`config.mk`:
```
export PLATFORM = sky130hd
export DESIGN_NAME = iou_assignment_cost_cell_core
export DESIGN_NICKNAME = d
export VERILOG_FILES = /design/src/rtl/iouc_pkg.sv /design/src/rtl/iouc_div.sv /design/src/rtl/iou_assignment_cost_cell_core.sv
export SDC_FILE = /design/constraint.sdc
export NUM_CORES = 2
export LEC_CHECK = 0
export CAP_MARGIN = 40
export CORE_MARGIN = 8
export CORE_UTILIZATION = 40
export CTS_CLUSTER_SIZE = 12
export DETAILED_ROUTE_END_ITERATION = 6
export DONT_BUFFER_PORTS = 1
export PLACE_DENSITY_LB_ADDON = 0.08
export REMOVE_ABC_BUFFERS = 1
export SLEW_MARGIN = 40
export SYNTH_ARGS = -nofsm -noshare
export SYNTH_HDL_FRONTEND = slang
export SYNTH_SLANG_ARGS = --single-unit
```
`constraint.sdc`:
```
create_clock -name clk -period 8.55 [get_ports clk]
set_clock_uncertainty 0.1 [all_clocks]
set_input_delay 1.71 -clock clk [delete_from_list [all_inputs] [get_ports clk]]
set_output_delay 1.71 -clock clk [all_outputs]
set_load 0.03 [all_outputs]
```
`src/rtl/iouc_pkg.sv`:
```
`default_nettype none

package iouc_pkg;

    // Geometry and fixed-point format
    localparam int COORD_BITS = 16;
    localparam int FRAC_BITS  = 16;

    localparam int CRD_W  = COORD_BITS;          // box left / top
    localparam int SIZE_W = COORD_BITS - 1;      // box width / height
    localparam int EDGE_W = COORD_BITS + 1;      // left + width, never wraps
    localparam int AREA_W = 2 * SIZE_W;          // product of two sizes
    localparam int UNI_W  = AREA_W + 1;          // sum of two areas
    localparam int REM_W  = UNI_W + 1;           // divider remainder after shift
    localparam int IOU_W  = FRAC_BITS + 1;       // Q1.FRAC, value 1.0 included
    localparam int THR_W  = FRAC_BITS + 1;
    localparam int COST_W = FRAC_BITS + 8;       // Q8.FRAC
    localparam int CFG_W  = COST_W;
    localparam int IDX_W  = 2;

    // Divider produces one quotient bit per stage
    localparam int DIV_STEPS = FRAC_BITS + 1;

    localparam logic [IOU_W-1:0]  IOU_ONE          = IOU_W'(1) << FRAC_BITS;
    localparam logic [THR_W-1:0]  THR_RESET        = '0;
    localparam logic [COST_W-1:0] MAX_COST_RESET   = COST_W'(65536);
    localparam logic [COST_W-1:0] PASS_LIMIT_RESET = COST_W'(52429);

    // Configuration register indexes
    typedef enum logic [IDX_W-1:0] {
        REG_IOU_THRESHOLD = 2'd0,
        REG_MAX_COST      = 2'd1,
        REG_PASS_LIMIT    = 2'd2
    } reg_idx_t;

    // How a cell resolves
    typedef enum logic [1:0] {
        MODE_BOTH_PAD = 2'd0,
        MODE_ONE_PAD  = 2'd1,
        MODE_DISJOINT = 2'd2,
        MODE_REAL     = 2'd3
    } mode_t;

    // Sideband that travels beside the divider data
    typedef struct packed {
        mode_t mode;
    } side_t;

    typedef struct packed {
        logic signed [CRD_W-1:0] row_x;
        logic signed [CRD_W-1:0] row_y;
        logic [SIZE_W-1:0]       row_w;
        logic [SIZE_W-1:0]       row_h;
        logic signed [CRD_W-1:0] col_x;
        logic signed [CRD_W-1:0] col_y;
        logic [SIZE_W-1:0]       col_w;
        logic [SIZE_W-1:0]       col_h;
        logic                    row_real;
        logic                    col_real;
    } in_t;

    typedef struct packed {
        logic [COST_W-1:0] cost;
        logic [IOU_W-1:0]  iou_value;
        logic              gated;
    } out_t;

endpackage

`default_nettype wire

```
`src/rtl/iouc_div.sv`:
```
`default_nettype none

// Pipelined restoring divider: quo = floor(num * 2^FRAC_BITS / den), num <= den.
// One quotient bit per stage, DIV_STEPS stages.
module iouc_div (
    input  wire logic                       clk,
    input  wire logic                       rst_n,
    input  wire logic                       in_valid,
    input  wire iouc_pkg::side_t            in_side,
    input  wire logic [iouc_pkg::AREA_W-1:0] num,
    input  wire logic [iouc_pkg::UNI_W-1:0]  den,
    output logic                            out_valid,
    output iouc_pkg::side_t                 out_side,
    output logic [iouc_pkg::IOU_W-1:0]      quo
);
    import iouc_pkg::*;

    logic [DIV_STEPS-1:0] vld_reg;
    side_t                side_reg [DIV_STEPS];
    logic [REM_W-1:0]     rem_reg  [DIV_STEPS];
    logic [REM_W-1:0]     rem_next [DIV_STEPS];
    logic [REM_W-1:0]     rem_in   [DIV_STEPS];
    logic [UNI_W-1:0]     den_reg  [DIV_STEPS];
    logic [UNI_W-1:0]     den_in   [DIV_STEPS];
    logic [IOU_W-1:0]     q_reg    [DIV_STEPS];
    logic [IOU_W-1:0]     q_next   [DIV_STEPS];
    logic [IOU_W-1:0]     q_in     [DIV_STEPS];
    logic [DIV_STEPS-1:0] ge;

    // One compare-subtract per stage; first stage takes the integer bit
    always_comb
    begin
        for (int k = 0; k < DIV_STEPS; k++)
        begin
            if (k == 0)
            begin
                rem_in[k] = REM_W'(num);
                den_in[k] = den;
                q_in[k]   = '0;
            end
            else
            begin
                rem_in[k] = rem_reg[k-1] << 1;
                den_in[k] = den_reg[k-1];
                q_in[k]   = q_reg[k-1];
            end
            ge[k]       = rem_in[k] >= REM_W'(den_in[k]);
            rem_next[k] = ge[k] ? rem_in[k] - REM_W'(den_in[k]) : rem_in[k];
            q_next[k]   = {q_in[k][IOU_W-2:0], ge[k]};
        end
    end

    // Valid bits
    always_ff @(posedge clk or negedge rst_n)
    begin
        if (!rst_n)
        begin
            vld_reg <= '0;
        end
        else
        begin
            vld_reg <= {vld_reg[DIV_STEPS-2:0], in_valid};
        end
    end

    // Stage data
    always_ff @(posedge clk)
    begin
        for (int k = 0; k < DIV_STEPS; k++)
        begin
            rem_reg[k] <= rem_next[k];
            q_reg[k]   <= q_next[k];
            den_reg[k] <= den_in[k];
            side_reg[k] <= (k == 0) ? in_side : side_reg[k == 0 ? 0 : k-1];
        end
    end

    assign out_valid = vld_reg[DIV_STEPS-1];
    assign out_side  = side_reg[DIV_STEPS-1];
    assign quo       = q_reg[DIV_STEPS-1];

endmodule

`default_nettype wire

```
`src/rtl/iou_assignment_cost_cell_core.sv`:
```
// IoU cost cell. One cell of the assignment cost matrix enters per clock
// whenever start is high; busy is always low, the pipeline never stalls.
// Every item gives one result, shown for one cycle with done high, after it
// has passed 4 geometry and area stages, 17 divider stages at one quotient
// bit each and one cost stage; results leave in input order and must be
// taken when shown. Configuration is sampled in the last stage, so write it
// only while no item is in flight.
`default_nettype none

module iou_assignment_cost_cell_core (
    input  wire logic                        clk,
    input  wire logic                        rst_n,
    input  wire logic                        start,
    output logic                             busy,
    input  wire iouc_pkg::in_t               request,
    input  wire logic                        cfg_we,
    input  wire logic [iouc_pkg::IDX_W-1:0]  cfg_index,
    input  wire logic [iouc_pkg::CFG_W-1:0]  cfg_data,
    output logic                             done,
    output iouc_pkg::out_t                   result
);
    import iouc_pkg::*;

    localparam int LATENCY = DIV_STEPS + 5;

    logic accept;

    // Configuration registers
    logic [THR_W-1:0]  iou_threshold_reg;
    logic [COST_W-1:0] max_cost_reg;
    logic [COST_W-1:0] pass_limit_reg;

    // Stage 1: intersection edges
    logic                     s1_vld_reg;
    mode_t                    s1_mode_reg;
    logic signed [EDGE_W-1:0] s1_il_reg, s1_ir_reg, s1_it_reg, s1_ib_reg;
    logic [SIZE_W-1:0]        s1_rw_reg, s1_rh_reg, s1_cw_reg, s1_ch_reg;
    logic signed [EDGE_W-1:0] s1_il_next, s1_ir_next, s1_it_next, s1_ib_next;
    mode_t                    s1_mode_next;
    logic signed [EDGE_W-1:0] rx, ry, cx, cy, rr, rb, cr, cb;

    // Stage 2: extents and disjoint test
    logic                     s2_vld_reg;
    mode_t                    s2_mode_reg;
    logic [SIZE_W-1:0]        s2_dx_reg, s2_dy_reg;
    logic [SIZE_W-1:0]        s2_rw_reg, s2_rh_reg, s2_cw_reg, s2_ch_reg;
    logic signed [EDGE_W-1:0] dx_full, dy_full;
    mode_t                    s2_mode_next;

    // Stage 3: areas
    logic              s3_vld_reg;
    mode_t             s3_mode_reg;
    logic [AREA_W-1:0] s3_inter_reg, s3_ar_reg, s3_ac_reg;

    // Stage 4: union
    logic              s4_vld_reg;
    side_t             s4_side_reg;
    logic [AREA_W-1:0] s4_inter_reg;
    logic [UNI_W-1:0]  s4_den_reg;
    logic [UNI_W-1:0]  uni_next;

    // Divider outputs
    logic             dv_vld;
    side_t            dv_side;
    logic [IOU_W-1:0] dv_quo;

    // Output stage
    logic  done_reg;
    out_t  result_reg;
    out_t  result_next;

    assign busy   = 1'b0;
    assign accept = start && !busy;

    // Configuration writes; unknown indexes are ignored
    always_ff @(posedge clk or negedge rst_n)
    begin
        if (!rst_n)
        begin
            iou_threshold_reg <= THR_RESET;
            max_cost_reg      <= MAX_COST_RESET;
            pass_limit_reg    <= PASS_LIMIT_RESET;
        end
        else if (cfg_we)
        begin
            case (cfg_index)
                REG_IOU_THRESHOLD: iou_threshold_reg <= cfg_data[THR_W-1:0];
                REG_MAX_COST:      max_cost_reg      <= cfg_data[COST_W-1:0];
                REG_PASS_LIMIT:    pass_limit_reg    <= cfg_data[COST_W-1:0];
                default:           ;
            endcase
        end
    end

    // Stage 1 logic: edges at full precision
    always_comb
    begin
        rx = {request.row_x[CRD_W-1], request.row_x};
        ry = {request.row_y[CRD_W-1], request.row_y};
        cx = {request.col_x[CRD_W-1], request.col_x};
        cy = {request.col_y[CRD_W-1], request.col_y};
        rr = rx + $signed({2'b00, request.row_w});
        rb = ry + $signed({2'b00, request.row_h});
        cr = cx + $signed({2'b00, request.col_w});
        cb = cy + $signed({2'b00, request.col_h});
        s1_il_next = (rx > cx) ? rx : cx;
        s1_ir_next = (rr < cr) ? rr : cr;
        s1_it_next = (ry > cy) ? ry : cy;
        s1_ib_next = (rb < cb) ? rb : cb;
        if (request.row_real && request.col_real)
        begin
            s1_mode_next = MODE_REAL;
        end
        else if (request.row_real || request.col_real)
        begin
            s1_mode_next = MODE_ONE_PAD;
        end
        else
        begin
            s1_mode_next = MODE_BOTH_PAD;
        end
    end

    // Stage 2 logic: overlap extents; extents fit in a size when not disjoint
    always_comb
    begin
        dx_full = s1_ir_reg - s1_il_reg;
        dy_full = s1_ib_reg - s1_it_reg;
        s2_mode_next = s1_mode_reg;
        if (s1_mode_reg == MODE_REAL &&
            (s1_il_reg > s1_ir_reg || s1_it_reg > s1_ib_reg))
        begin
            s2_mode_next = MODE_DISJOINT;
        end
    end

    // Stage 4 logic: union; a zero union only comes with zero intersection
    assign uni_next = UNI_W'(s3_ar_reg) + UNI_W'(s3_ac_reg) - UNI_W'(s3_inter_reg);

    // Front pipeline valid bits
    always_ff @(posedge clk or negedge rst_n)
    begin
        if (!rst_n)
        begin
            s1_vld_reg <= 1'b0;
            s2_vld_reg <= 1'b0;
            s3_vld_reg <= 1'b0;
            s4_vld_reg <= 1'b0;
        end
        else
        begin
            s1_vld_reg <= accept;
            s2_vld_reg <= s1_vld_reg;
            s3_vld_reg <= s2_vld_reg;
            s4_vld_reg <= s3_vld_reg;
        end
    end

    // Front pipeline data
    always_ff @(posedge clk)
    begin
        s1_mode_reg <= s1_mode_next;
        s1_il_reg   <= s1_il_next;
        s1_ir_reg   <= s1_ir_next;
        s1_it_reg   <= s1_it_next;
        s1_ib_reg   <= s1_ib_next;
        s1_rw_reg   <= request.row_w;
        s1_rh_reg   <= request.row_h;
        s1_cw_reg   <= request.col_w;
        s1_ch_reg   <= request.col_h;

        s2_mode_reg <= s2_mode_next;
        s2_dx_reg   <= dx_full[SIZE_W-1:0];
        s2_dy_reg   <= dy_full[SIZE_W-1:0];
        s2_rw_reg   <= s1_rw_reg;
        s2_rh_reg   <= s1_rh_reg;
        s2_cw_reg   <= s1_cw_reg;
        s2_ch_reg   <= s1_ch_reg;

        s3_mode_reg  <= s2_mode_reg;
        s3_inter_reg <= AREA_W'(s2_dx_reg) * AREA_W'(s2_dy_reg);
        s3_ar_reg    <= AREA_W'(s2_rw_reg) * AREA_W'(s2_rh_reg);
        s3_ac_reg    <= AREA_W'(s2_cw_reg) * AREA_W'(s2_ch_reg);

        s4_side_reg.mode <= s3_mode_reg;
        s4_inter_reg     <= s3_inter_reg;
        s4_den_reg       <= (uni_next == '0) ? UNI_W'(1) : uni_next;
    end

    iouc_div u_div (
        .clk       (clk),
        .rst_n     (rst_n),
        .in_valid  (s4_vld_reg),
        .in_side   (s4_side_reg),
        .num       (s4_inter_reg),
        .den       (s4_den_reg),
        .out_valid (dv_vld),
        .out_side  (dv_side),
        .quo       (dv_quo)
    );

    // Cost selection
    always_comb
    begin
        result_next = '0;
        case (dv_side.mode)
            MODE_BOTH_PAD:
            begin
                result_next = '0;
            end
            MODE_ONE_PAD:
            begin
                result_next.cost = pass_limit_reg >> 1;
            end
            MODE_DISJOINT:
            begin
                result_next.cost  = max_cost_reg;
                result_next.gated = 1'b1;
            end
            MODE_REAL:
            begin
                result_next.iou_value = dv_quo;
                if (dv_quo < iou_threshold_reg)
                begin
                    result_next.cost  = max_cost_reg;
                    result_next.gated = 1'b1;
                end
                else if (max_cost_reg > COST_W'(dv_quo))
                begin
                    result_next.cost = max_cost_reg - COST_W'(dv_quo);
                end
                else
                begin
                    result_next.cost = '0;
                end
            end
            default:
            begin
                result_next = '0;
            end
        endcase
    end

    // Output stage
    always_ff @(posedge clk or negedge rst_n)
    begin
        if (!rst_n)
        begin
            done_reg <= 1'b0;
        end
        else
        begin
            done_reg <= dv_vld;
        end
    end

    always_ff @(posedge clk)
    begin
        result_reg <= result_next;
    end

    assign done   = done_reg;
    assign result = result_reg;

    // Fixed latency: every accepted item comes out, nothing stalls
    a_latency: assert property (@(posedge clk) disable iff (!rst_n)
        accept |-> ##LATENCY done)
        else $error("item did not leave after the pipeline latency");

    // IoU never exceeds one
    a_iou_range: assert property (@(posedge clk) disable iff (!rst_n)
        done |-> result.iou_value <= IOU_ONE)
        else $error("IoU above one");

    // Gated cells carry the maximum cost
    a_gated_cost: assert property (@(posedge clk) disable iff (!rst_n)
        done && result.gated |-> result.cost == max_cost_reg)
        else $error("gated cell without maximum cost");

    // Gating only happens for zero or sub-threshold IoU
    a_gated_iou: assert property (@(posedge clk) disable iff (!rst_n)
        done && result.gated |->
            (result.iou_value == '0) || (result.iou_value < iou_threshold_reg))
        else $error("cell gated above threshold");

endmodule

`default_nettype wire

```
-- Word level (Yosys, flattened, before mapping)
Memory sizes are Yosys's and may differ from the RTL's.
Cells that the tools add are included.
- input port bits: 156
- bits in registers: 506
- output and inout bits: 44
- memory bits (writable): 1394
- memories kept: 4
- $mul: 3
- multiplexer cells: 27
- order comparisons: 25
- reduce and logical (&&, ||, !) cells: 10
- equality and inequality tests: 6
- add/subtract/negate cells: 26
- memory list (name ; depth ; width ; read ports ; clocked after Yosys merged registers in ; write ports ; RTL line ; source):
    u_div.rem_reg ; 17 ; 32 ; 16 ; 0 ; 17 ; iouc_div.sv:20 ; logic [REM_W-1:0] rem_reg [DIV_STEPS];
    u_div.den_reg ; 17 ; 31 ; 16 ; 0 ; 17 ; iouc_div.sv:23 ; logic [UNI_W-1:0] den_reg [DIV_STEPS];
    u_div.q_reg ; 17 ; 17 ; 17 ; 0 ; 17 ; iouc_div.sv:25 ; logic [IOU_W-1:0] q_reg [DIV_STEPS];
    u_div.side_reg ; 17 ; 2 ; 17 ; 0 ; 17 ; iouc_div.sv:19 ; side_t side_reg [DIV_STEPS];
- operators with widths (operator ; number):
    $mux W32 ; 17
    $ge A32 B31 Y1 ; 16
    $sub A32 B31 Y32 ; 16
    $pmux W24 S4 ; 1
    $mul A15 B15 Y30 ; 3
    $add A16 B16 Y17 ; 4
    $mux W17 ; 4
    $lt A17 B17 Y1 ; 3
    $mux W24 ; 2
    $gt A17 B17 Y1 ; 2
    $gt A16 B16 Y1 ; 2
    $sub A30 B31 Y32 ; 1
    $add A30 B30 Y31 ; 1
    $ge A30 B31 Y1 ; 1
    $logic_not A31 Y1 ; 1
    $sub A31 B30 Y31 ; 1
    $sub A15 B15 Y15 ; 2
    $gt A24 B17 Y1 ; 1
    $sub A24 B17 Y24 ; 1
    $eq A2 B2 Y1 const B ; 4
    $reduce_and A2 Y1 ; 3
    $eq A2 B1 Y1 const B ; 2
    $logic_not A2 Y1 ; 2
    $logic_and A1 B1 Y1 ; 2
    other kinds (3) ; 5

-- Depth between registers and ports, before layout
An unclocked memory read counts as a cell.
- word-level depth: 5
- mapped depth: 25
- depth with buffers taken out: 24

-- Modules after synthesis
Synthesis repeated with hierarchy kept, for this count alone.
- cells, all modules: 10859
- area, all modules: 100528.9 um^2
- by module, submodules not included (module ; cells each ; instances ; area an instance (um^2)):
    iouc_div ; 6080 ; 1 ; 55583.3
    iou_assignment_cost_cell_core ; 4779 ; 1 ; 44945.6

-- Least setup slack after synthesis
OpenSTA, ideal clock, no wires.
- path type: reg2reg
- from: register s2_dy_reg[0]
- to: register s3_inter_reg[28]
- stages on the path, launching flop included: 26
- slack: 2.336 ns
- period minus slack after synthesis: 6.214 ns
- data required time: 8.332 ns
- arrival: 5.996 ns
- cells stage by stage: dfxtp_1 clkbuf_1 and2_1 fa_1 inv_1 fa_1 inv_1 fa_1 inv_1 fa_1 inv_1 fa_1 inv_1 fa_1 inv_1 ha_1 and3_1 nand3_1 o21a_1 o211ai_1 a2111oi_0 nor3_1 a41oi_1 o41ai_1 a21oi_1 xnor2_1
- word-level cells in the longest chain between the ends: 1
- RTL lines (what ; RTL line ; source):
    start, declared ; iou_assignment_cost_cell_core.sv:45 ; logic [SIZE_W-1:0] s2_dx_reg, s2_dy_reg;
    start signal, assigned ; iou_assignment_cost_cell_core.sv:174 ; s2_dy_reg <= dy_full[SIZE_W-1:0];
    $mul A15 B15 Y30 ; iou_assignment_cost_cell_core.sv:181 ; s3_inter_reg <= AREA_W'(s2_dx_reg) * AREA_W'(s2_dy_reg);
    end signal, assigned ; iou_assignment_cost_cell_core.sv:181 ;
    end, declared ; iou_assignment_cost_cell_core.sv:53 ; logic [AREA_W-1:0] s3_inter_reg, s3_ar_reg, s3_ac_reg;
No other way between the ends.
A chain may end at the register's enable or synchronous reset.

-- Worst setup path after layout
- from: register s2_dx_reg[10]
- to: register s3_inter_reg[28]
- word-level cells in the longest chain between the ends: 1
- RTL lines (what ; RTL line ; source):
    start, declared ; iou_assignment_cost_cell_core.sv:45 ;
    start signal, assigned ; iou_assignment_cost_cell_core.sv:173 ; s2_dx_reg <= dx_full[SIZE_W-1:0];
    $mul A15 B15 Y30 ; iou_assignment_cost_cell_core.sv:181 ;
No other way between the ends.

==> metrics <==
syn_area_per_cell 9.24 sq um; CP delay by family, top adder cells; Critical Path RT 9.13 ns; WL per Instance 17.6 um; vias in the first global route 74500; Setup violations, final 0; routability cong. 0.879; max-slew violations 0; Bufs on Longest Clock Path 3; YS warnings 0; FP Rows 184; DRT iter0 DRCs 3741; max cap viols 0; crit-path cells and2_1, fa_1, inv_1, fa_1, inv_1, fa_1, inv_1, fa_1, inv_1, fa_1, inv_1, fa_1, inv_1, ha_1, and3_1, nand3_1, o211ai_1, a2111oi_0, nor3_1, a41oi_1, o41ai_1, a21oi_1, xnor2_1; clk_lat worst skew 0.85 ns; DR top layer met5; Critical-path top delay cell nor3_1; Slew @ Worst Pin 0.932 ns; crit end category register; fillers 24500; first-pass GRT wire length 406000 um; CTS buffer count 193; CP Class register to register; Final Net Count 12600; Final Hold Fails 0; wire length on met1 112000 um; synthesized cell area 100000 sq um; Clock Tree Root clkbuf_16; post-layout min period 7.04 ns; worst hold-check path type register to register; Sink Count 1682; worst path buffer plus inverter count 6; DRT Pass-1 Iters 6; Die H 517 um; routed vias/inst 5.05; hold buffer count at CTS 0; share of cells above drive strength 1 5.95%; largest net degree at the start of global routing 87; post-cts sizing count 0; # DRC 0; fin crit share 82.4%; Cells after Synth 10900; met3 WL post-DR 10100 um; clock slew at reported path FFs 0.06 ns; ANT nets after route 0; buffers added on ports 0; Setup TNS 0 ns; post-CTS setup repair buffer count 0; area grow syn2layout 10.5%; Routed WL 253000 um; Met2 Wirelength 120000 um; die area 268000 sq um; DPL Wire Length 205000 um; initial core utilization 40.1%; asr flop ratio synth 5.11%; FF+latch count, synth 1682; Die Width 517 um; post-synth cell types 93; Slew HR 37.3%; register area share after synthesis 33.9%; initial antenna violation count 8; RSZ-0062 raised after global routing no; Post-synth EDFFs 0; CP Launch Type register; fin area 111000 sq um; placed cell area 104000 sq um; total number of vias 72500; FMAX 0.142 GHz; status complete, no violations; GRT Resource Usage Total 18.7%; GR Overflow Total 0; core footprint 250000 sq um; Main synth FF type dfxtp_1; io pins 200; delay of the slowest critical-path stage 0.66 ns; CTS tree yes; CP max FO 15; CP arrival 7.62 ns; htree depth 4
-- Yosys cell counts (all sizes together) (93+ instances only) --
cell type,n,area (sq um)
clkbuf,211,792
a21oi,608,3040
dfxtp,1596,32000
xnor2,344,3010
a21o,357,2680
nor3,108,546
ha,1057,13200
inv,1581,5930
xor2,244,2140
nand3,130,651
nor2,532,2000
and2,444,2780
mux2,210,2360
nor2b,93,582
nand2b,127,795
o21ai,613,3070
fa,554,11100
nand2,865,3250
o21a,113,848
-- cell type report --
cell class / instances / area, sq um / share of cell area, %
multi-input cells: 7358 / 59700 / 53.8
flip-flops and latches: 1682 / 34100 / 30.7
inverters: 1582 / 5940 / 5.35
clock buffers: 278 / 5590 / 5.04
well taps: 3348 / 4190 / 3.77
clock inverters: 77 / 1220 / 1.10
repair buffers: 37 / 278 / 0.250
diodes: 10 / 25.0 / 0.0225
-- per-layer routing --
metal | up-vias | track usage (%)
met5 | - | 0
met4 | 4 | 6.82
met3 | 406 | 2.77
met2 | 1304 | 32.6
met1 | 34600 | 23.5
li1 | 36200 | -
-- per-stage QoR --
stage | setup slack [ns] | cells | utilization [%] | hold slack, ns
after floorplan | 0.717 | 10600 | - | 0.210
after global placement | 1.36 | 14000 | 41.6 | 0.210
after detailed placement | 1.51 | 14000 | 41.6 | 0.212
after CTS | 1.49 | 14400 | 44.3 | 0.156
after global routing | 1.04 | 14400 | 44.3 | 0.166
final | 1.51 | 14400 | 44.3 | 0.169
-- worst register-to-register path, delay by kind of cell, from the launching register on --
family | cells | cell delay (ns)
AND/OR/NAND/NOR | 4 | 1.29
buffers and inverters | 6 | 0.31
flip-flops | 1 | 0.49
AO/OA/AOI/OAI | 5 | 1.25
adder cells (fa/ha/maj) | 7 | 3.35
XOR/XNOR | 1 | 0.13
-- cells by family (layout without fill, tap and decap cells) --
| kind of cell | count (synthesis) | after routing | synth area share (%) |
|---|---|---|---|
| simple gates | 2618 | 2618 | 12.7 |
| compound gates | 2304 | 2304 | 14.6 |
| buf+inv | 1829 | 1974 | 6.86 |
| flops | 1682 | 1682 | 33.9 |
| fa+ha+maj | 1611 | 1611 | 24.2 |
| xor+xnor | 588 | 588 | 5.13 |
| mux | 236 | 236 | 2.61 |
| other cells | 1 | 11 | 0.00373 |
-- cell usage in the layout (no fill, tap or decap), types with 26 or more instances in the layout --
cell type and count:
clkbuf_16 195, nor3_1 107, dfxtp_1 1596, a21o_1 356
o21ai_0 606, nor4_1 26, xnor2_1 344, and3_1 63
ha_1 1057, mux2_2 210, o211ai_1 36, a21boi_0 28
or3_1 46, nand2_1 864, a211oi_1 52, nand3_1 130
a31oi_1 80, dfrtp_1 77, buf_4 37, nor2_1 530
nand2b_1 127, xor2_1 244, fa_1 554, mux2i_1 26
a21oi_1 607, nor2b_1 92, clkinv_2 26, o21a_1 113
a211o_1 32, inv_1 1580, o31ai_1 47, o21bai_1 73
clkbuf_1 43, nand4_1 87, clkbuf_8 40, and2_1 444
-- path summary, 6_finish.rpt --
kind	from	to	slack [ns]	cells after the start
max	s2_dx_reg[10]	s3_inter_reg[28]	1.51	23
min	u_div.q_reg[0][36]	u_div.q_reg[0][54]	0.17	0
max reg2reg	s2_dx_reg[10]	s3_inter_reg[28]	1.51	23
min reg2reg	u_div.q_reg[0][36]	u_div.q_reg[0][54]	0.17	0
max in group asynchronous	rst_n	pass_limit_reg[14]	7.65	0
min in group asynchronous	rst_n	iou_threshold_reg[1]	0.46	0
Power is left out: the tool's default activity adds up to more than one toggle a clock period on the data nets, which glitch-free logic cannot reach.
